`config.mk`:
```
export PLATFORM = sky130hd
export DESIGN_NAME = utf8_to_utf16_decoder
export DESIGN_NICKNAME = d
export VERILOG_FILES = /design/src/hdl/u8u16_pkg.sv /design/src/hdl/u8u16_front.sv /design/src/hdl/u8u16_queue.sv /design/src/hdl/u8u16_back.sv /design/src/hdl/utf8_to_utf16_decoder.sv
export SDC_FILE = /design/constraint.sdc
export NUM_CORES = 1
export LEC_CHECK = 0
export BUFFER_PORTS_ARGS = -buffer_cell sky130_fd_sc_hd__buf_4
export CAP_MARGIN = 10
export CORE_MARGIN = 4
export CORE_UTILIZATION = 35
export DETAILED_ROUTE_END_ITERATION = 7
export PLACE_DENSITY = 0.49
export SKIP_CTS_REPAIR_TIMING = 1
export SLEW_MARGIN = 20
export SYNTH_ARGS = -nofsm -noshare
export SYNTH_HDL_FRONTEND = slang
export SYNTH_HIERARCHICAL = 1
export SYNTH_SLANG_ARGS = --single-unit
```
`constraint.sdc`:
```
create_clock -name clk -period 5.9 [get_ports clk]
set_input_delay 1.18 -clock clk [delete_from_list [all_inputs] [get_ports clk]]
set_output_delay 1.18 -clock clk [all_outputs]
set_load 0.02 [all_outputs]
```
`src/hdl/u8u16_pkg.sv`:
```
// Shared types, constants and lead byte classing for the UTF-8 to UTF-16 decoder.
// No dependencies.
package u8u16_pkg;

  localparam int PEND_DEPTH = 5;
  localparam int RUN_MAX    = 6;
  localparam int Q_DEPTH    = 2;
  localparam int Q_AW       = $clog2(Q_DEPTH);

  localparam logic [7:0] LEAD2_MASK = 8'hDF;
  localparam logic [7:0] LEAD2_PAT  = 8'hC0;
  localparam logic [7:0] LEAD3_MASK = 8'hEF;
  localparam logic [7:0] LEAD3_PAT  = 8'hE0;
  localparam logic [7:0] LEAD4_MASK = 8'hF7;
  localparam logic [7:0] LEAD4_PAT  = 8'hF0;
  localparam logic [7:0] LEAD5_MASK = 8'hFB;
  localparam logic [7:0] LEAD5_PAT  = 8'hF8;
  localparam logic [7:0] LEAD6_MASK = 8'hFD;
  localparam logic [7:0] LEAD6_PAT  = 8'hFC;

  localparam logic [7:0]  BOM_B0    = 8'hEF;
  localparam logic [7:0]  BOM_B1    = 8'hBB;
  localparam logic [7:0]  BOM_B2    = 8'hBF;
  localparam logic [5:0]  CONT_MASK = 6'h3F;
  localparam logic [20:0] SUPP_BASE = 21'h10000;
  localparam logic [5:0]  HI_SURR   = 6'b110110;
  localparam logic [5:0]  LO_SURR   = 6'b110111;

  localparam logic [2:0] LEN_NONE = 3'd0;
  localparam logic [2:0] LEN_1    = 3'd1;
  localparam logic [2:0] LEN_2    = 3'd2;
  localparam logic [2:0] LEN_3    = 3'd3;
  localparam logic [2:0] LEN_4    = 3'd4;
  localparam logic [2:0] LEN_5    = 3'd5;
  localparam logic [2:0] LEN_6    = 3'd6;

  typedef logic [RUN_MAX-1:0][7:0] run_bytes_t;

  typedef struct packed {
    run_bytes_t bytes;
    logic [2:0] len;
    logic       fin;
  } run_t;

  function automatic logic [2:0] lead_len(input logic [7:0] c);
    logic [2:0] l;
    if (!c[7]) begin
      l = LEN_1;
    end else if ((c & LEAD2_MASK) == c && (c & LEAD2_PAT) == LEAD2_PAT) begin
      l = LEN_2;
    end else if ((c & LEAD3_MASK) == c && (c & LEAD3_PAT) == LEAD3_PAT) begin
      l = LEN_3;
    end else if ((c & LEAD4_MASK) == c && (c & LEAD4_PAT) == LEAD4_PAT) begin
      l = LEN_4;
    end else if ((c & LEAD5_MASK) == c && (c & LEAD5_PAT) == LEAD5_PAT) begin
      l = LEN_5;
    end else if ((c & LEAD6_MASK) == c && (c & LEAD6_PAT) == LEAD6_PAT) begin
      l = LEN_6;
    end else begin
      l = LEN_NONE;
    end
    return l;
  endfunction

endpackage

```
`src/hdl/u8u16_front.sv`:
```
// Front end: collects the bytes of one sequence and hands each run to the queue when complete or at the final byte.
// Depends on u8u16_pkg.
module u8u16_front (
  input  logic             clk,
  input  logic             rst_n,
  input  logic             in_push,
  input  logic [7:0]       in_text_byte,
  input  logic             in_final_byte,
  input  logic             q_full,
  output logic             q_push,
  output u8u16_pkg::run_t  q_run
);

  logic [u8u16_pkg::PEND_DEPTH-1:0][7:0] pend_r;
  logic [2:0] count_r, count_nxt;
  logic [2:0] seqlen_r, seqlen_nxt;
  logic [2:0] blen;
  logic [2:0] n_ext;
  logic       hold;
  logic       acc;

  assign acc   = in_push && !q_full;
  assign blen  = u8u16_pkg::lead_len(in_text_byte);
  assign n_ext = count_r + 3'd1;

  always_comb begin
    if (seqlen_r == u8u16_pkg::LEN_NONE) begin
      hold = (blen >= u8u16_pkg::LEN_2) && !in_final_byte;
    end else begin
      hold = (n_ext < seqlen_r) && !in_final_byte;
    end
  end

  always_comb begin
    for (int k = 0; k < u8u16_pkg::PEND_DEPTH; k++) begin
      q_run.bytes[k] = (count_r == 3'(k)) ? in_text_byte : pend_r[k];
    end
    q_run.bytes[u8u16_pkg::RUN_MAX-1] = in_text_byte;
    q_run.len = n_ext;
    q_run.fin = in_final_byte;
  end

  assign q_push = acc && !hold;

  always_comb begin
    count_nxt  = count_r;
    seqlen_nxt = seqlen_r;
    if (acc) begin
      if (hold) begin
        count_nxt = n_ext;
        if (seqlen_r == u8u16_pkg::LEN_NONE) begin
          seqlen_nxt = blen;
        end
      end else begin
        count_nxt  = 3'd0;
        seqlen_nxt = u8u16_pkg::LEN_NONE;
      end
    end
  end

  always_ff @(posedge clk) begin
    if (!rst_n) begin
      count_r  <= 3'd0;
      seqlen_r <= u8u16_pkg::LEN_NONE;
    end else begin
      count_r  <= count_nxt;
      seqlen_r <= seqlen_nxt;
    end
  end

  always_ff @(posedge clk) begin
    if (acc && hold && count_r < 3'(u8u16_pkg::PEND_DEPTH)) begin
      pend_r[count_r] <= in_text_byte;
    end
  end

endmodule

```
`src/hdl/u8u16_queue.sv`:
```
// Short run queue between front end and back end.
// Depends on u8u16_pkg.
module u8u16_queue (
  input  logic             clk,
  input  logic             rst_n,
  input  logic             push,
  input  u8u16_pkg::run_t  push_run,
  output logic             full,
  input  logic             pop,
  output u8u16_pkg::run_t  pop_run,
  output logic             empty
);

  u8u16_pkg::run_t ent_r [u8u16_pkg::Q_DEPTH];
  logic [u8u16_pkg::Q_AW-1:0] wr_ptr_r, wr_ptr_nxt;
  logic [u8u16_pkg::Q_AW-1:0] rd_ptr_r, rd_ptr_nxt;
  logic [u8u16_pkg::Q_AW:0]   cnt_r, cnt_nxt;
  logic do_push, do_pop;

  assign full    = cnt_r == (u8u16_pkg::Q_AW+1)'(u8u16_pkg::Q_DEPTH);
  assign empty   = cnt_r == '0;
  assign do_push = push && !full;
  assign do_pop  = pop && !empty;
  assign pop_run = ent_r[rd_ptr_r];

  always_comb begin
    wr_ptr_nxt = wr_ptr_r;
    rd_ptr_nxt = rd_ptr_r;
    cnt_nxt    = cnt_r;
    if (do_push) begin
      wr_ptr_nxt = (wr_ptr_r == u8u16_pkg::Q_AW'(u8u16_pkg::Q_DEPTH - 1)) ?
                   '0 : wr_ptr_r + 1'b1;
    end
    if (do_pop) begin
      rd_ptr_nxt = (rd_ptr_r == u8u16_pkg::Q_AW'(u8u16_pkg::Q_DEPTH - 1)) ?
                   '0 : rd_ptr_r + 1'b1;
    end
    if (do_push && !do_pop) begin
      cnt_nxt = cnt_r + 1'b1;
    end else if (do_pop && !do_push) begin
      cnt_nxt = cnt_r - 1'b1;
    end
  end

  always_ff @(posedge clk) begin
    if (!rst_n) begin
      wr_ptr_r <= '0;
      rd_ptr_r <= '0;
      cnt_r    <= '0;
    end else begin
      wr_ptr_r <= wr_ptr_nxt;
      rd_ptr_r <= rd_ptr_nxt;
      cnt_r    <= cnt_nxt;
    end
  end

  always_ff @(posedge clk) begin
    if (do_push) begin
      ent_r[wr_ptr_r] <= push_run;
    end
  end

endmodule

```
`src/hdl/u8u16_back.sv`:
```
// Back end: decodes one queued run a sequence at a time into the output word register, holding while it is full.
// Depends on u8u16_pkg.
module u8u16_back (
  input  logic             clk,
  input  logic             rst_n,
  input  logic             q_empty,
  input  u8u16_pkg::run_t  q_run,
  output logic             q_pop,
  output logic             out_empty,
  input  logic             out_pop,
  output logic [15:0]      out_code_unit,
  output logic             out_is_terminator,
  output logic             out_bom_found,
  output logic             out_run_end
);

  logic                  busy_r, busy_nxt;
  u8u16_pkg::run_bytes_t win_r;
  logic [2:0]            rem_r;
  logic                  fin_r;
  logic                  first_r;
  logic                  lo_pend_r;
  logic [9:0]            lo_r;
  logic                  text_start_r, text_start_nxt;
  logic                  bom_seen_r, bom_seen_nxt;
  logic                  out_valid_r, out_valid_nxt;
  logic [15:0]           unit_r;
  logic                  term_r, bomf_r, rend_r;

  logic [7:0]  c, b1, b2, b3;
  logic [2:0]  clen;
  logic        fits;
  logic        emit, term, bomf, rend, lo_set, bom_set, term_step;
  logic [15:0] unit;
  logic [2:0]  adv;
  logic [2:0]  rem_after;
  logic [20:0] cp;
  logic [19:0] u;
  logic        out_adv, step, finish, load;

  assign c    = win_r[0];
  assign b1   = win_r[1];
  assign b2   = win_r[2];
  assign b3   = win_r[3];
  assign clen = u8u16_pkg::lead_len(c);
  assign fits = (clen >= u8u16_pkg::LEN_2) && (clen <= rem_r);

  assign cp = {c[2:0], b1[5:0] & u8u16_pkg::CONT_MASK, b2[5:0] & u8u16_pkg::CONT_MASK,
               b3[5:0] & u8u16_pkg::CONT_MASK};
  assign u  = 20'(cp - u8u16_pkg::SUPP_BASE);

  always_comb begin
    emit      = 1'b0;
    term      = 1'b0;
    bomf      = 1'b0;
    rend      = 1'b0;
    unit      = 16'd0;
    adv       = 3'd0;
    lo_set    = 1'b0;
    bom_set   = 1'b0;
    term_step = 1'b0;
    if (busy_r) begin
      if (lo_pend_r) begin
        emit = 1'b1;
        unit = {u8u16_pkg::LO_SURR, lo_r};
        rend = !fin_r;
      end else if (rem_r != 3'd0) begin
        if (clen == u8u16_pkg::LEN_1) begin
          emit = 1'b1;
          unit = {8'd0, c};
          rend = !fin_r;
          adv  = 3'd1;
        end else if (fits) begin
          adv = clen;
          case (clen)
            u8u16_pkg::LEN_2: begin
              emit = 1'b1;
              unit = {5'd0, c[4:0], b1[5:0]};
              rend = !fin_r;
            end
            u8u16_pkg::LEN_3: begin
              if (first_r && text_start_r && c == u8u16_pkg::BOM_B0 &&
                  b1 == u8u16_pkg::BOM_B1 && b2 == u8u16_pkg::BOM_B2) begin
                bom_set = 1'b1;
              end else begin
                emit = 1'b1;
                unit = {c[3:0], b1[5:0], b2[5:0]};
                rend = !fin_r;
              end
            end
            u8u16_pkg::LEN_4: begin
              emit   = 1'b1;
              unit   = {u8u16_pkg::HI_SURR, u[19:10]};
              lo_set = 1'b1;
            end
            default: begin
            end
          endcase
        end else begin
          adv = 3'd1;
        end
      end else begin
        emit      = 1'b1;
        term      = 1'b1;
        bomf      = bom_seen_r;
        rend      = 1'b1;
        term_step = 1'b1;
      end
    end
  end

  assign out_adv   = !out_valid_r || out_pop;
  assign step      = busy_r && (!emit || out_adv);
  assign rem_after = rem_r - adv;
  assign finish    = step && (term_step || (!fin_r && rem_after == 3'd0 && !lo_set));
  assign load      = !q_empty && (!busy_r || finish);
  assign q_pop     = load;

  always_comb begin
    busy_nxt       = busy_r;
    text_start_nxt = text_start_r;
    bom_seen_nxt   = bom_seen_r;
    out_valid_nxt  = out_valid_r;
    if (finish) begin
      busy_nxt = 1'b0;
    end
    if (load) begin
      busy_nxt = 1'b1;
    end
    if (step && bom_set) begin
      bom_seen_nxt = 1'b1;
    end
    if (finish) begin
      text_start_nxt = fin_r;
      if (fin_r) begin
        bom_seen_nxt = 1'b0;
      end
    end
    if (step && emit) begin
      out_valid_nxt = 1'b1;
    end else if (out_pop) begin
      out_valid_nxt = 1'b0;
    end
  end

  always_ff @(posedge clk) begin
    if (!rst_n) begin
      busy_r       <= 1'b0;
      lo_pend_r    <= 1'b0;
      text_start_r <= 1'b1;
      bom_seen_r   <= 1'b0;
      out_valid_r  <= 1'b0;
    end else begin
      busy_r       <= busy_nxt;
      text_start_r <= text_start_nxt;
      bom_seen_r   <= bom_seen_nxt;
      out_valid_r  <= out_valid_nxt;
      if (load) begin
        lo_pend_r <= 1'b0;
      end else if (step) begin
        lo_pend_r <= lo_set;
      end
    end
  end

  always_ff @(posedge clk) begin
    if (load) begin
      win_r   <= q_run.bytes;
      rem_r   <= q_run.len;
      fin_r   <= q_run.fin;
      first_r <= 1'b1;
    end else if (step) begin
      win_r   <= win_r >> {adv, 3'b000};
      rem_r   <= rem_after;
      first_r <= 1'b0;
    end
    if (step && lo_set) begin
      lo_r <= u[9:0];
    end
    if (step && emit) begin
      unit_r <= unit;
      term_r <= term;
      bomf_r <= bomf;
      rend_r <= rend;
    end
  end

  assign out_empty         = !out_valid_r;
  assign out_code_unit     = unit_r;
  assign out_is_terminator = term_r;
  assign out_bom_found     = bomf_r;
  assign out_run_end       = rend_r;

endmodule

```
`src/hdl/utf8_to_utf16_decoder.sv`:
```
// UTF-8 to UTF-16 decoder top level: front end, run queue and back end.
// Throughput: one byte per cycle while the queue is not full; the back end emits one word
// per cycle while popped; a run's words (surrogate pair, flush, terminator) go in turn.
// Path: a run passes the queue entry, the back-end window and the output word register.
// Reset: synchronous active-low rst_n; clears all control state, starts a new text.
// Depends on u8u16_pkg, u8u16_front, u8u16_queue, u8u16_back.
module utf8_to_utf16_decoder (
  input  logic        clk,
  input  logic        rst_n,
  input  logic        push,
  output logic        full,
  input  logic [7:0]  in_text_byte,
  input  logic        in_final_byte,
  output logic        empty,
  input  logic        pop,
  output logic [15:0] out_code_unit,
  output logic        out_is_terminator,
  output logic        out_bom_found,
  output logic        out_run_end
);

  u8u16_pkg::run_t push_run, pop_run;
  logic q_push, q_full, q_pop, q_empty;

  assign full = q_full;

  u8u16_front u_front (
    .clk           (clk),
    .rst_n         (rst_n),
    .in_push       (push),
    .in_text_byte  (in_text_byte),
    .in_final_byte (in_final_byte),
    .q_full        (q_full),
    .q_push        (q_push),
    .q_run         (push_run)
  );

  u8u16_queue u_queue (
    .clk      (clk),
    .rst_n    (rst_n),
    .push     (q_push),
    .push_run (push_run),
    .full     (q_full),
    .pop      (q_pop),
    .pop_run  (pop_run),
    .empty    (q_empty)
  );

  u8u16_back u_back (
    .clk               (clk),
    .rst_n             (rst_n),
    .q_empty           (q_empty),
    .q_run             (pop_run),
    .q_pop             (q_pop),
    .out_empty         (empty),
    .out_pop           (pop),
    .out_code_unit     (out_code_unit),
    .out_is_terminator (out_is_terminator),
    .out_bom_found     (out_bom_found),
    .out_run_end       (out_run_end)
  );

`ifndef SYNTHESIS
  a_term_closes_run: assert property (@(posedge clk) disable iff (!rst_n)
    (!empty && out_is_terminator) |-> (out_run_end && out_code_unit == 16'd0))
    else $error("terminator word without run end or with nonzero unit");

  a_bom_on_term: assert property (@(posedge clk) disable iff (!rst_n)
    (!empty && out_bom_found) |-> out_is_terminator)
    else $error("bom flag on a non-terminator word");

  a_no_empty_pop: assert property (@(posedge clk) disable iff (!rst_n)
    q_pop |-> !q_empty)
    else $error("back end took a run from an empty queue");
`endif

endmodule

```
* Yosys cells after proc, flatten, opt, wreduce, memory -nomap -nowiden
Memories as Yosys holds them, arrays and structs flattened. A register that Yosys moved wholly into a read port is not among the register bits.
Cells that the tools add are included.
** Storage, ports and cells
- Word-level logic and storage cells :: 229
- Register bits :: 137
- Memories :: 1
- Output and inout bits :: 21
- RAM bits :: 104
** Memory list
- u_queue.ent_r :: depth 2, width 52, rd ports 1, clocked after memory_dff 1, write ports 1, line u8u16_queue.sv:14 : u8u16_pkg::run_t ent_r [u8u16_pkg::Q_DEPTH];
** Operators by class
- Magnitude comparators :: 7
- Shift operators :: 1
- Reduce and logical (&&, ||, !) cells :: 63
- Bitwise operators :: 14
- Add/sub/neg operators :: 7
- Muxes and demuxes :: 83
- Equality and inequality tests :: 23
** Operator list (number)
- $mux W48 :: 2
- $mux W16 :: 5
- $mux W3 :: 22
- $mux W8 :: 6
- $pmux W16 S3 :: 1
- $shr A48 B6 Y48 :: 1
- $mux W1 :: 41
- $bwmux W40 :: 1
- $logic_and A1 B1 Y1 :: 34
- $demux W8 S3 :: 1
- $eq A8 B8 Y1 const B :: 3
- $sub A20 B17 Y20 const B :: 1
- $not A1 Y1 :: 14
- $eq A3 B2 Y1 const B :: 4
- $eq A3 B3 Y1 const B :: 4
- $eq A6 B6 Y1 const B :: 2
- $logic_not A1 Y1 :: 11
- $eq A5 B5 Y1 const B :: 2
- $logic_not A3 Y1 :: 3
- $eq A4 B4 Y1 const B :: 2
- $reduce_bool A2 Y1 :: 4
- $eq A2 B2 Y1 const B :: 3
- $eq A3 B1 Y1 const B :: 2
- $ge A3 B2 Y1 const B :: 2
- other kinds (20) :: 27

* Longest topological paths before layout
Gate-level depths: netlist of the first run.
- Depth in word-level cells :: 27
- Depth in mapped cells :: 25
- Gate-level depth less buffers :: 21

* Cells and area by module
The synthesis of the first run kept the hierarchy.
** Modules (own cells, without submodules)
- u8u16_back :: area an instance 5457.7 µm², instances 1, sequential area each 2552.4 µm², cells each 501
- u8u16_queue :: area an instance 3985.1 µm², instances 1, sequential area each 3223.1 µm², cells each 187
- u8u16_front :: area an instance 2403.6 µm², instances 1, sequential area each 1321.3 µm², cells each 176

* Least setup slack after synthesis of the first run
Ideal clock, no wire load.
- Path type :: register to register
- From :: register u_back.win_r, in the netlist u_back/c[5]
- To :: register u_back.win_r, in the netlist u_back/b2[0] (enable)
- Data arrival time :: 5.269 ns
- Path buffers :: 3
- Stages on the path, launching flop included :: 20
- Setup time :: 0.398 ns
- Slack :: 0.233 ns
- Period minus slack after synthesis :: 5.667 ns
- Cell sequence :: edfxtp_1 -> and2_1 -> buf_2 -> nand3_1 -> inv_1 -> ha_1 -> nor3b_1 -> o21ai_1 -> o211ai_2 -> o21ai_2 -> buf_2 -> inv_1 -> ha_1 -> fa_1 -> nand2_1 -> a2111oi_2 -> a2111oi_4 -> nor3_2 -> buf_2 -> nand2b_1
** On the way
- Longest elaborated chain between the ends :: 24
** Ends and longest elaborated chain
- start: declaration :: line u8u16_back.sv:18 : u8u16_pkg::run_bytes_t win_r;
- start signal: assignment :: line u8u16_back.sv:168 : win_r <= q_run.bytes;
- start signal: assignment :: line u8u16_back.sv:173 : win_r <= win_r >> {adv, 3'b000};
- $eq A6 B6 Y1 :: line u8u16_pkg.sv:57 : end else if ((c & LEAD6_MASK) == c && (c & LEAD6_PAT) == LEAD6_PAT) begin
- $logic_and A1 B1 Y1 :: line u8u16_pkg.sv:57
- $mux W3 :: line u8u16_pkg.sv:57
- $mux W3 :: line u8u16_pkg.sv:55 : end else if ((c & LEAD5_MASK) == c && (c & LEAD5_PAT) == LEAD5_PAT) begin
- $mux W3 :: line u8u16_pkg.sv:53 : end else if ((c & LEAD4_MASK) == c && (c & LEAD4_PAT) == LEAD4_PAT) begin
- $mux W3 :: line u8u16_pkg.sv:51 : end else if ((c & LEAD3_MASK) == c && (c & LEAD3_PAT) == LEAD3_PAT) begin
- $mux W3 :: line u8u16_pkg.sv:49 : end else if ((c & LEAD2_MASK) == c && (c & LEAD2_PAT) == LEAD2_PAT) begin
- $mux W3 :: line u8u16_pkg.sv:47 : if (!c[7]) begin
- [7 not listed]
- $sub A3 B3 Y3 :: line u8u16_back.sv:114 : assign rem_after = rem_r - adv;
- $logic_not A3 Y1 :: line u8u16_back.sv:115 : assign finish = step && (term_step || (!fin_r && rem_after == 3'd0 && !lo_set));
- $logic_and A1 B1 Y1 (2 in a row) :: line u8u16_back.sv:115
- $logic_or A1 B1 Y1 :: line u8u16_back.sv:115
- $logic_and A1 B1 Y1 :: line u8u16_back.sv:115
- $logic_or A1 B1 Y1 :: line u8u16_back.sv:116 : assign load = !q_empty && (!busy_r || finish);
- $logic_and A1 B1 Y1 :: line u8u16_back.sv:116
- $reduce_bool A2 Y1 (no line) (*)
Mark *: on every way between the ends. The rest lies on a longest branch, timed or not.
A chain may end at the register's enable or synchronous reset.

* Worst setup path in the final report of the first run
- From :: register u_back.win_r, in the netlist u_back/c[7]
- To :: register u_back.win_r, in the netlist u_back/b1[1] (enable)
** On the way
- Longest elaborated chain between the ends :: 24
** Ends and longest elaborated chain
- $eq A6 B6 Y1 :: line u8u16_pkg.sv:57
- $logic_and A1 B1 Y1 :: line u8u16_pkg.sv:57
- $mux W3 :: line u8u16_pkg.sv:57
- $mux W3 :: line u8u16_pkg.sv:55
- $mux W3 :: line u8u16_pkg.sv:53
- $mux W3 :: line u8u16_pkg.sv:51
- $mux W3 :: line u8u16_pkg.sv:49
- $mux W3 :: line u8u16_pkg.sv:47
- [8 not listed]
- $logic_not A3 Y1 :: line u8u16_back.sv:115
- $logic_and A1 B1 Y1 (2 in a row) :: line u8u16_back.sv:115
- $logic_or A1 B1 Y1 :: line u8u16_back.sv:115
- $logic_and A1 B1 Y1 (*) :: line u8u16_back.sv:115
- $logic_or A1 B1 Y1 (*) :: line u8u16_back.sv:116
- $logic_and A1 B1 Y1 (*) :: line u8u16_back.sv:116
- named net q_pop :: line utf8_to_utf16_decoder.sv:23 : logic q_push, q_full, q_pop, q_empty;
- $reduce_bool A2 Y1 (no line) (*)
Mark *: on every way through the listed nets, which the timed path passes. The rest lies on a longest branch.

==> flow_metrics.tcl, run 1 <==
set metrics [dict create \
    dpl_cell_area_um2 12500 \
    place_hpwl_mm 18.7 \
    synthTopCellsByArea "edfxtp_1, mux2_2, mux2_1, dfxtp_1, mux2i_1" \
    synth.area.mux_share_pct 16.0 \
    power.internal_mw 4.30 \
    synthArstFlopShare_pct 0 \
    status "completed" \
    cts_tree "done" \
    die-area_um2 36900 \
    setup-violations-final 0 \
    cts_buffers 28 \
    via_count 6960 \
    grt_pass1_vias 6954 \
    crit_chain "and2_1 -> nand3_1 -> inv_1 -> ha_1 -> nor3b_1 -> o21ai_1 -> o211ai_2 -> o21ai_2 -> inv_1 -> ha_1 -> fa_1 -> xnor2_1 -> nand4_1 -> a31oi_1 -> a2111oi_4 -> nor3_4 -> buf_4 -> o21bai_1 -> buf_4" \
    cts_max_level 1 \
    syn_avg_cell_area_um2 13.7 \
    crit_path_max_incr_delay_ns 0.63 \
    slew_violations 0 \
    die_w_um 192 \
    cts_max_path_buffers 3 \
    finalClockSkew_ns 0.0235 \
    port_buffers 33 \
    synth_common_cells "edfxtp_1, mux2_2, nand2_1, nor2_1, inv_1" \
    fin_worst_hold_slack_ns 0.471 \
    synth.cell_area_um2 11800 \
    max_slew_margin_pct 31.4 \
    num_io_pins 34 \
    drt_pre_antenna_iters 7 \
    netSwitchingFraction_pct 35.7 \
    seq_power_share_pct 42.7 \
    yosysWarnings 6 \
    syn_to_final_growth_pct 12.2 \
    grt_usage_pct 15.3 \
    cp_slowest_cell "edfxtp_1" \
    fin_ws_ns 0.577 \
    yosysSeqAreaShare_pct 59.9 \
    critPathRequiredTime_ns 6.13 \
    stdcell_area_um2 13300 \
    rows 67 \
    vias_per_cell 5.12 \
    p_switching_mw 2.39 \
    cts_root_buf "clkbuf_16" \
    ff_latch_area_um2 7100 \
    detail-route-antenna-nets 0 \
    path_class "flip-flop to flip-flop" \
    dpl.cell_count 1313 \
    gp_congestion 0.838 \
    ys_types 78 \
    core_um2 33400 \
    die_y_um 192 \
    wl_mm 28.1 \
    postSynthRegisterBits 242 \
    grt_pass1_wl_mm 43.4 \
    antenna_found_initial 2 \
    period_share_pct 90.2 \
    cp.arrival_ns 5.55 \
    fin_crit_ns 5.32 \
    clkPwrFrac_pct 22.9 \
    drt_iter0_drc 400 \
    n_fill_cell 3172 \
    synth_xor_area_share_pct 0.518 \
    synthFlopType "edfxtp_1" \
    syn-instance-count 864 \
    worst_slew_pin_slew_ns 1.02 \
    cts_sinks 242 \
    synth_compound_area_share_pct 9.94 \
    drive_gt1_share_pct 25.2 \
    power_density_nw_per_um2 503 \
    fmax_mhz 188 \
    routedWlPerCell_um 20.7 \
    crit_fanout 28 \
    synth_top_area_cell "edfxtp_1" \
    multi_input_area_um2 4290 \
    finish.net_count 922 \
    synth_top_family_by_area "multiplexers" \
    peakVddDrop_uv 278 \
    diodes 0 \
    synth_top_area_share_pct 57.0 \
    start_kind "flip-flop" \
    p_comb_share_pct 34.4 \
    synthAdderAreaFrac_pct 1.54 \
    hp-class "flip-flop to flip-flop" \
    layoutNonFillerInstCount 1360 \
    pre_cts_slack_ns 0.575 \
    grt_max_degree 54 \
    start_util_pct 35.4 \
    synth_edf_count 225 \
    grt-ovfl-total 0 \
    yosysMostFrequentCell "edfxtp_1" \
    crit_family "compound AO/OA/AOI/OAI gates" \
    leakage_nw 4.70 \
    synthSimpleGateAreaFrac_pct 7.92 \
    tns_ns 0 \
    cp.buffers_inverters 4 \
    drc 0 \
    synthesis.nets 891 \
    hold_viol 0 \
    rsz0062_at_grt "false" \
    clock_latency_ns 0.56 \
    worst_setup_hold_path_clk_slew_ns 0.05 \
    max_cap_viol_count 0 \
    crit_path_end_kind "flip-flop" \
]
[registers in the layout (all words and copies together), names as in the netlist, 2 cells and up, named ones only]
register,cells
u_front/pend_r,40
u_queue/ent_r,104
u_queue/cnt_r,2
u_back/lo_r,10
u_front/count_r,3
u_back/out_code_unit,16
u_front/seqlen_r,3
u_back/b3,8
u_back/win_r,16
u_back/c,8
u_back/rem_r,3
u_back/b1,8
u_back/b2,8
[cells in the final DEF (no fill, tap or decap), types with 6 or more instances in the layout]
cell type and instances:
a211o_1 8, a211oi_1 9, a21o_1 9, a21oi_1 27
a221o_1 8, a222oi_1 10, a22o_1 7, a22oi_1 9
and2_1 8, buf_4 53, clkbuf_1 6, clkbuf_16 28
clkinv_1 7, dfxtp_1 16, edfxtp_1 225, ha_1 13
inv_1 35, mux2_1 31, mux2_2 107, mux2i_1 34
nand2_1 64, nand2b_1 6, nand3_1 9, nand4_1 6
nor2_1 43, o21ai_0 27, o22ai_1 12
[layout make-up]
type	instances	share of cell area (%)
Inverter	38	1.07
Clock inverter	13	0.640
Tap cell	448	4.22
Sequential cell	242	53.4
Timing Repair Buffer	53	2.99
Clock buffer	34	5.44
Multi-Input combinational cell	532	32.3
[power by group through the flow]
stage                     logic (mW)  clock network [mW]  registers [mW]
after floorplan                 1.73                   0            2.76
after global placement          2.33                   0            2.88
after detailed placement        2.33                   0            2.89
after CTS                       2.34                1.58            2.85
after global routing            2.53                1.65            2.90
final                           2.30                1.53            2.85
[kinds of logic (layout without fill, tap and decap cells)]
group                      count (synthesis)  in the layout
adders and majority gates                 14             14
muxes                                    172            172
xor gates and xnor gates                   7              7
DFF                                      242            242
buffers and inverters                     90            138
and+or+nand+nor                          182            182
AOI/OAI and AO/OA                        157            157
[final timing paths]
path	depth (start not counted)	slack, ns	endpoint	start
worst max-delay path	19	0.58	u_back/b1[1]	u_back/c[7]
worst min-delay path	1	0.47	u_back/first_r	u_back/first_r
worst max register to register	19	0.58	u_back/b1[1]	u_back/c[7]
worst min register to register	1	0.47	u_back/first_r	u_back/first_r
[per-stage QoR]
step | util (%) | total power, mW
CTS | 39.8 | 6.78
global route | 39.8 | 7.08
detailed placement | 37.3 | 5.21
finish | 39.8 | 6.69
global placement | 37.3 | 5.21
floorplan | - | 4.50
[per-layer routing]
metal | track usage (%) | wire, um | vias up
met5 | 0 | 0 | -
met4 | 3.51 | 618 | 0
met3 | 2.02 | 935 | 43
met2 | 24.7 | 13000 | 133
met1 | 22.1 | 13600 | 3430
li1 | - | - | 3354
Power figures use the tool's default switching activity.
==> inputs of run 2 (changes only) <==
--- a/config.mk
+++ b/config.mk
@@ -11,6 +11,7 @@
 export CORE_UTILIZATION = 35
 export DETAILED_ROUTE_END_ITERATION = 7
 export PLACE_DENSITY = 0.49
+export REMOVE_ABC_BUFFERS = 1
 export SKIP_CTS_REPAIR_TIMING = 1
 export SLEW_MARGIN = 20
 export SYNTH_ARGS = -nofsm -noshare
==> run 2 against run 1 <==
  * Clock skew shrank 0.0074 ns
  * Sequential power is essentially flat
  * Wire length shrank 0.49%
  * Final area grew 0.94%
  * Largest cell class unchanged
  * Largest power group unchanged
==> flow_metrics.tcl, run 2 (same netlist as run 1, synthesis figures left out) <==
set metrics [dict create \
    startpoint "u_back/c[4]" \
    postLayoutCoreUtil_pct 40.1 \
    routedWlPerCell_um 20.4 \
    worstRegToRegCells 19 \
    setup-violations-final 0 \
    port_buffers 33 \
    grt_max_degree 53 \
    worst_slew_pin_slew_ns 1.09 \
    grt-ovfl-total 0 \
    grt_pass1_wl_mm 43.3 \
    met3_usage_pct 2.09 \
    crit_chain "and2_1 -> nand3_1 -> inv_1 -> ha_1 -> nor3b_1 -> o21ai_1 -> o211ai_2 -> o21ai_2 -> inv_1 -> ha_1 -> fa_1 -> nand2_1 -> a2111oi_2 -> a2111oi_4 -> nor3_4 -> o21ai_1 -> ha_1 -> or3_1 -> a21boi_1" \
    cts_buffers 29 \
    antenna_found_initial 0 \
    drc 0 \
    detail-route-antenna-nets 0 \
    drive_gt1_share_pct 25.4 \
    cp_slowest_cell "fa_1" \
    timing.rr.end "u_queue/cnt_r[1]" \
    peakVddDrop_uv 247 \
    path_class "flip-flop to flip-flop" \
    grt_pass1_vias 6870 \
    seq_power_share_pct 41.4 \
    fin_crit_ns 5.19 \
    start_util_pct 35.4 \
    dpl.cell_count 1318 \
    leakage_nw 4.77 \
    drt_iter0_drc 612 \
    reg_top3 "u_queue/ent_r: 104 flops, u_front/pend_r: 40 flops" \
    crit_fanout 7 \
    cpMostUsedCell "ha_1" \
    n_fill_cell 3152 \
    start_kind "flip-flop" \
    period_share_pct 88.0 \
    stdcell_area_um2 13400 \
    max_slew_margin_pct 27.0 \
    fmax_mhz 193 \
    grtUsageMet2_pct 23.1 \
    crit_cells 19 \
    place_hpwl_mm 18.9 \
    syn_to_final_growth_pct 13.3 \
    finish.net_count 928 \
    clkPwrFrac_pct 24.5 \
    crit_path_max_incr_delay_ns 0.54 \
    status "completed" \
    core_um2 33400 \
    die_y_um 192 \
    cts_max_path_buffers 3 \
    hold_viol 0 \
    worst_setup_hold_path_clk_slew_ns 0.06 \
    cts_tree "done" \
    slew_violations 0 \
    cp.buffers_inverters 2 \
    largest_register_ffs 104 \
    layout_common_cells "edfxtp_1, mux2_2, nand2_1" \
    critPathRequiredTime_ns 6.38 \
    reg2reg_from "u_back/c[4]" \
    p_comb_share_pct 34.0 \
    crit_family "compound AO/OA/AOI/OAI gates" \
    tns_ns 0 \
    p_switching_mw 2.41 \
    layoutNonFillerInstCount 1371 \
    cp.arrival_ns 5.67 \
    drt_pre_antenna_iters 6 \
    crit_path_end_kind "flip-flop" \
    num_io_pins 34 \
    hp-class "flip-flop to flip-flop" \
    die-area_um2 36900 \
    power.internal_mw 4.44 \
    grt_busiest_layer "met1" \
    cts_root_buf "clkbuf_16" \
    gp_congestion 0.857 \
    cts_sinks 242 \
    clock_latency_ns 0.55 \
    via_count 7049 \
    rows 67 \
    power_density_nw_per_um2 510 \
    finalClockSkew_ns 0.0161 \
    rrSetupSlack_ns 0.71 \
    wl_mm 28.0 \
    layout_commonest_cell "edfxtp_1" \
    diodes 0 \
    cts_max_level 1 \
    grt_use_met1_pct 23.1 \
    rsz0062_at_grt "false" \
    netSwitchingFraction_pct 35.2 \
    max_cap_viol_count 0 \
    die_w_um 192 \
    vias_per_cell 5.14 \
    regMostFlops "u_queue/ent_r" \
    dpl_cell_area_um2 12500 \
    endpoint "u_queue/cnt_r[1]" \
    fin_total_pwr_mw 6.85 \
    grt_usage_pct 15.2 \
]
[run 2: stage by stage]
stage | setup slack, ns | hold WS (ns)
after floorplan | -2.47 | 0.426
after global placement | 0.815 | 0.466
after detailed placement | 0.734 | 0.478
after CTS | 0.699 | 0.492
after global routing | 0.311 | 0.522
final | 0.711 | 0.485
[run 2: worst min-delay path by stage]
| stage | depth (start not counted) | to | slack [ns] | start |
|---|---|---|---|---|
| 2_1_floorplan | 1 | u_back/first_r | 0.43 | u_back/first_r |
| 3_3_place_gp | 2 | u_back/bom_seen_r | 0.47 | u_back/bom_seen_r |
| 3_5_place_dp | 2 | u_back/bom_seen_r | 0.48 | u_back/bom_seen_r |
| 5_1_grt | 1 | u_back/first_r | 0.52 | u_back/first_r |
| 6_report | 2 | u_back/bom_seen_r | 0.49 | u_back/bom_seen_r |
| 4_1_cts | 2 | u_back/bom_seen_r | 0.49 | u_back/bom_seen_r |
[run 2: area by class of cell]
cell class                 count  area [um2]  area share (%)
sequential                   242        7100            52.9
multi-input combinational    532        4290            32.0
clock buffer                  40         767            5.71
tap                          448         561            4.18
timing repair buffer          58         435            3.24
inverter                      38         143            1.06
clock inverter                13         124           0.923
[run 2: layer usage]
metal	up-vias	routed length [um]
met4	0	596
met2	154	12400
li1	3373	-
met1	3481	13900
met3	41	1120
met5	-	0
[run 2: power by group through the flow]
stage          Combinational (mW)  Clock (mW)  Sequential [mW]
2_1_floorplan                1.59           0             2.82
3_3_place_gp                 2.34           0             2.86
3_5_place_dp                 2.34           0             2.86
4_1_cts                      2.36        1.73             2.83
5_1_grt                      2.56        1.81             2.89
6_report                     2.33        1.68             2.84
[run 2: tightest hold or removal path: stages, from the launching register on]
cell and delay [ns]:
dfxtp_1 0.32, a21oi_1 0.04, nor2_1 0.08
==> inputs of run 3 (changes only) <==
--- a/config.mk
+++ b/config.mk
@@ -10,7 +10,7 @@
 export CORE_MARGIN = 4
 export CORE_UTILIZATION = 35
 export DETAILED_ROUTE_END_ITERATION = 7
-export PLACE_DENSITY = 0.49
+export PLACE_DENSITY_LB_ADDON = 0.25
 export REMOVE_ABC_BUFFERS = 1
 export SKIP_CTS_REPAIR_TIMING = 1
 export SLEW_MARGIN = 20
==> run 3 against run 2 <==
  * Final area fell by 0.73%
  * Setup slack got worse by 0.18 ns
  * Sequential power barely moved
  * Combinational power barely moved
  * Non-clock buffer count fell by 2
  * Highest routed layer unchanged
  * Maximum frequency fell by 3.4%
==> flow_metrics.tcl, run 3 (same netlist as run 1, synthesis figures left out) <==
set metrics [dict create \
    status "completed" \
    finish.net_count 923 \
    via_count 6947 \
    wl_mm 26.3 \
    drc 0 \
    met1_length_mm 13.0 \
    grt_usage_pct 14.4 \
    wl_met2_mm 11.8 \
    grt_pass1_wl_mm 41.7 \
    antenna_found_initial 0 \
    grt_pass1_vias 6967 \
    die_y_um 192 \
    max_cap_viol_count 0 \
    rsz0062_at_grt "false" \
    tns_ns 0 \
    cts_tree "done" \
    period_share_pct 91.0 \
    critPathRequiredTime_ns 6.13 \
    leakage_nw 4.72 \
    vias_per_cell 5.09 \
    dpl.cell_count 1316 \
    worst_setup_hold_path_clk_slew_ns 0.06 \
    diodes 0 \
    syn_to_final_growth_pct 12.5 \
    top_layer "met4" \
    power_density_nw_per_um2 500 \
    multi_input_area_um2 4280 \
    cts_root_buf "clkbuf_16" \
    routedWlPerCell_um 19.3 \
    die_w_um 192 \
    grt_max_degree 54 \
    rows 67 \
    fin_worst_hold_slack_ns 0.486 \
    layoutNonFillerInstCount 1364 \
    cts_max_path_buffers 3 \
    reg_top3 "u_queue/ent_r: 104 flops, u_front/pend_r: 40 flops" \
    wl_met3_mm 1.03 \
    layout_commonest_cell "edfxtp_1" \
    core_um2 33400 \
    cts_sinks 242 \
    largest_register_ffs 104 \
    port_buffers 33 \
    slew_violations 0 \
    drt_iter0_drc 556 \
    finalClockSkew_ns 0.00840 \
    start_kind "flip-flop" \
    fin_ws_ns 0.529 \
    worst_slew_pin_slew_ns 0.956 \
    crit_path_end_kind "flip-flop" \
    cts_buffers 26 \
    gp_congestion 0.807 \
    fmax_mhz 186 \
    cp_slowest_cell "edfxtp_1" \
    cts_max_level 1 \
    start_util_pct 35.4 \
    num_io_pins 34 \
    fin_total_pwr_mw 6.66 \
    grt-ovfl-total 0 \
    setup-violations-final 0 \
    drt_pre_antenna_iters 5 \
    crit_path_max_incr_delay_ns 0.44 \
    n_fill_cell 3135 \
    cp.arrival_ns 5.61 \
    drive_gt1_share_pct 25.1 \
    path_class "flip-flop to flip-flop" \
    hold_viol 0 \
    crit_chain "and2_1 -> nand3_1 -> inv_1 -> ha_1 -> nor3b_1 -> o21ai_1 -> o211ai_2 -> o21ai_2 -> inv_1 -> ha_1 -> fa_1 -> xnor2_1 -> nand4_1 -> a31oi_1 -> a2111oi_4 -> nor3_4 -> buf_12 -> o21bai_1 -> buf_4" \
    fin_crit_ns 5.37 \
    regMostFlops "u_queue/ent_r" \
    pre_cts_slack_ns 0.514 \
    max_slew_margin_pct 36.2 \
    detail-route-antenna-nets 0 \
    place_hpwl_mm 17.5 \
    peakVddDrop_uv 265 \
    clock_latency_ns 0.54 \
    die-area_um2 36900 \
    crit_fanout 52 \
    layout_common_cells "edfxtp_1, mux2_2, nand2_1" \
    ff_latch_area_um2 7100 \
    hp-class "flip-flop to flip-flop" \
]
==> run 3: cell types whose count changed in the layout (fill, tap and decap cells not counted), sizes merged <==
cell,before,now
clkbuf,40,44
clkinv,10,5
inv,38,37
clkinvlp,1,0
bufinv,2,0
buf,58,56
==> run 3: per-layer routing <==
metal / up-vias / track usage, %
li1: 3368 / -
met1: 3404 / 22.0
met2: 144 / 21.8
met3: 31 / 2.11
met4: 0 / 2.88
met5: - / 0
==> run 3: worst paths after layout <==
kind / cells past startpoint / start / slack, ns / endpoint
max: 19 / u_back/c[4] / 0.53 / u_back/b1[0]
min: 2 / u_back/bom_seen_r / 0.49 / u_back/bom_seen_r
max reg2reg: 19 / u_back/c[4] / 0.53 / u_back/b1[0]
min reg2reg: 2 / u_back/bom_seen_r / 0.49 / u_back/bom_seen_r
==> run 3: report_power, final <==
part           total [mW]  switching (mW)  leakage [nW]  internal, mW
Combinational        2.31            1.34          2.09         0.968
Clock                1.53           0.649         0.393         0.886
Sequential           2.82           0.337          2.24          2.48
==> run 3: final cells by class <==
cell class | count | area share (%)
sequential | 242 | 53.3
tap | 448 | 4.21
multi-input combinational | 532 | 32.1
timing repair buffer | 56 | 3.25
clock inverter | 4 | 0.329
inverter | 38 | 1.07
clock buffer | 44 | 5.77
==> run 3: worst max-delay path, delay by kind of cell, from the launching register on <==
kind            cells  cell delay [ns]
fa+ha+maj           3             0.82
xor+xnor            1             0.34
buf+inv             4             0.82
simple gates        5             1.18
compound gates      6             1.44
flops               1             0.44
==> run 3: metrics by stage <==
stage | instance area [um2] | utilization [%]
global route | 13300 | 39.8
CTS | 13300 | 39.8
finish | 13300 | 39.8
global placement | 12500 | 37.4
detailed placement | 12500 | 37.4
floorplan | 11500 | -
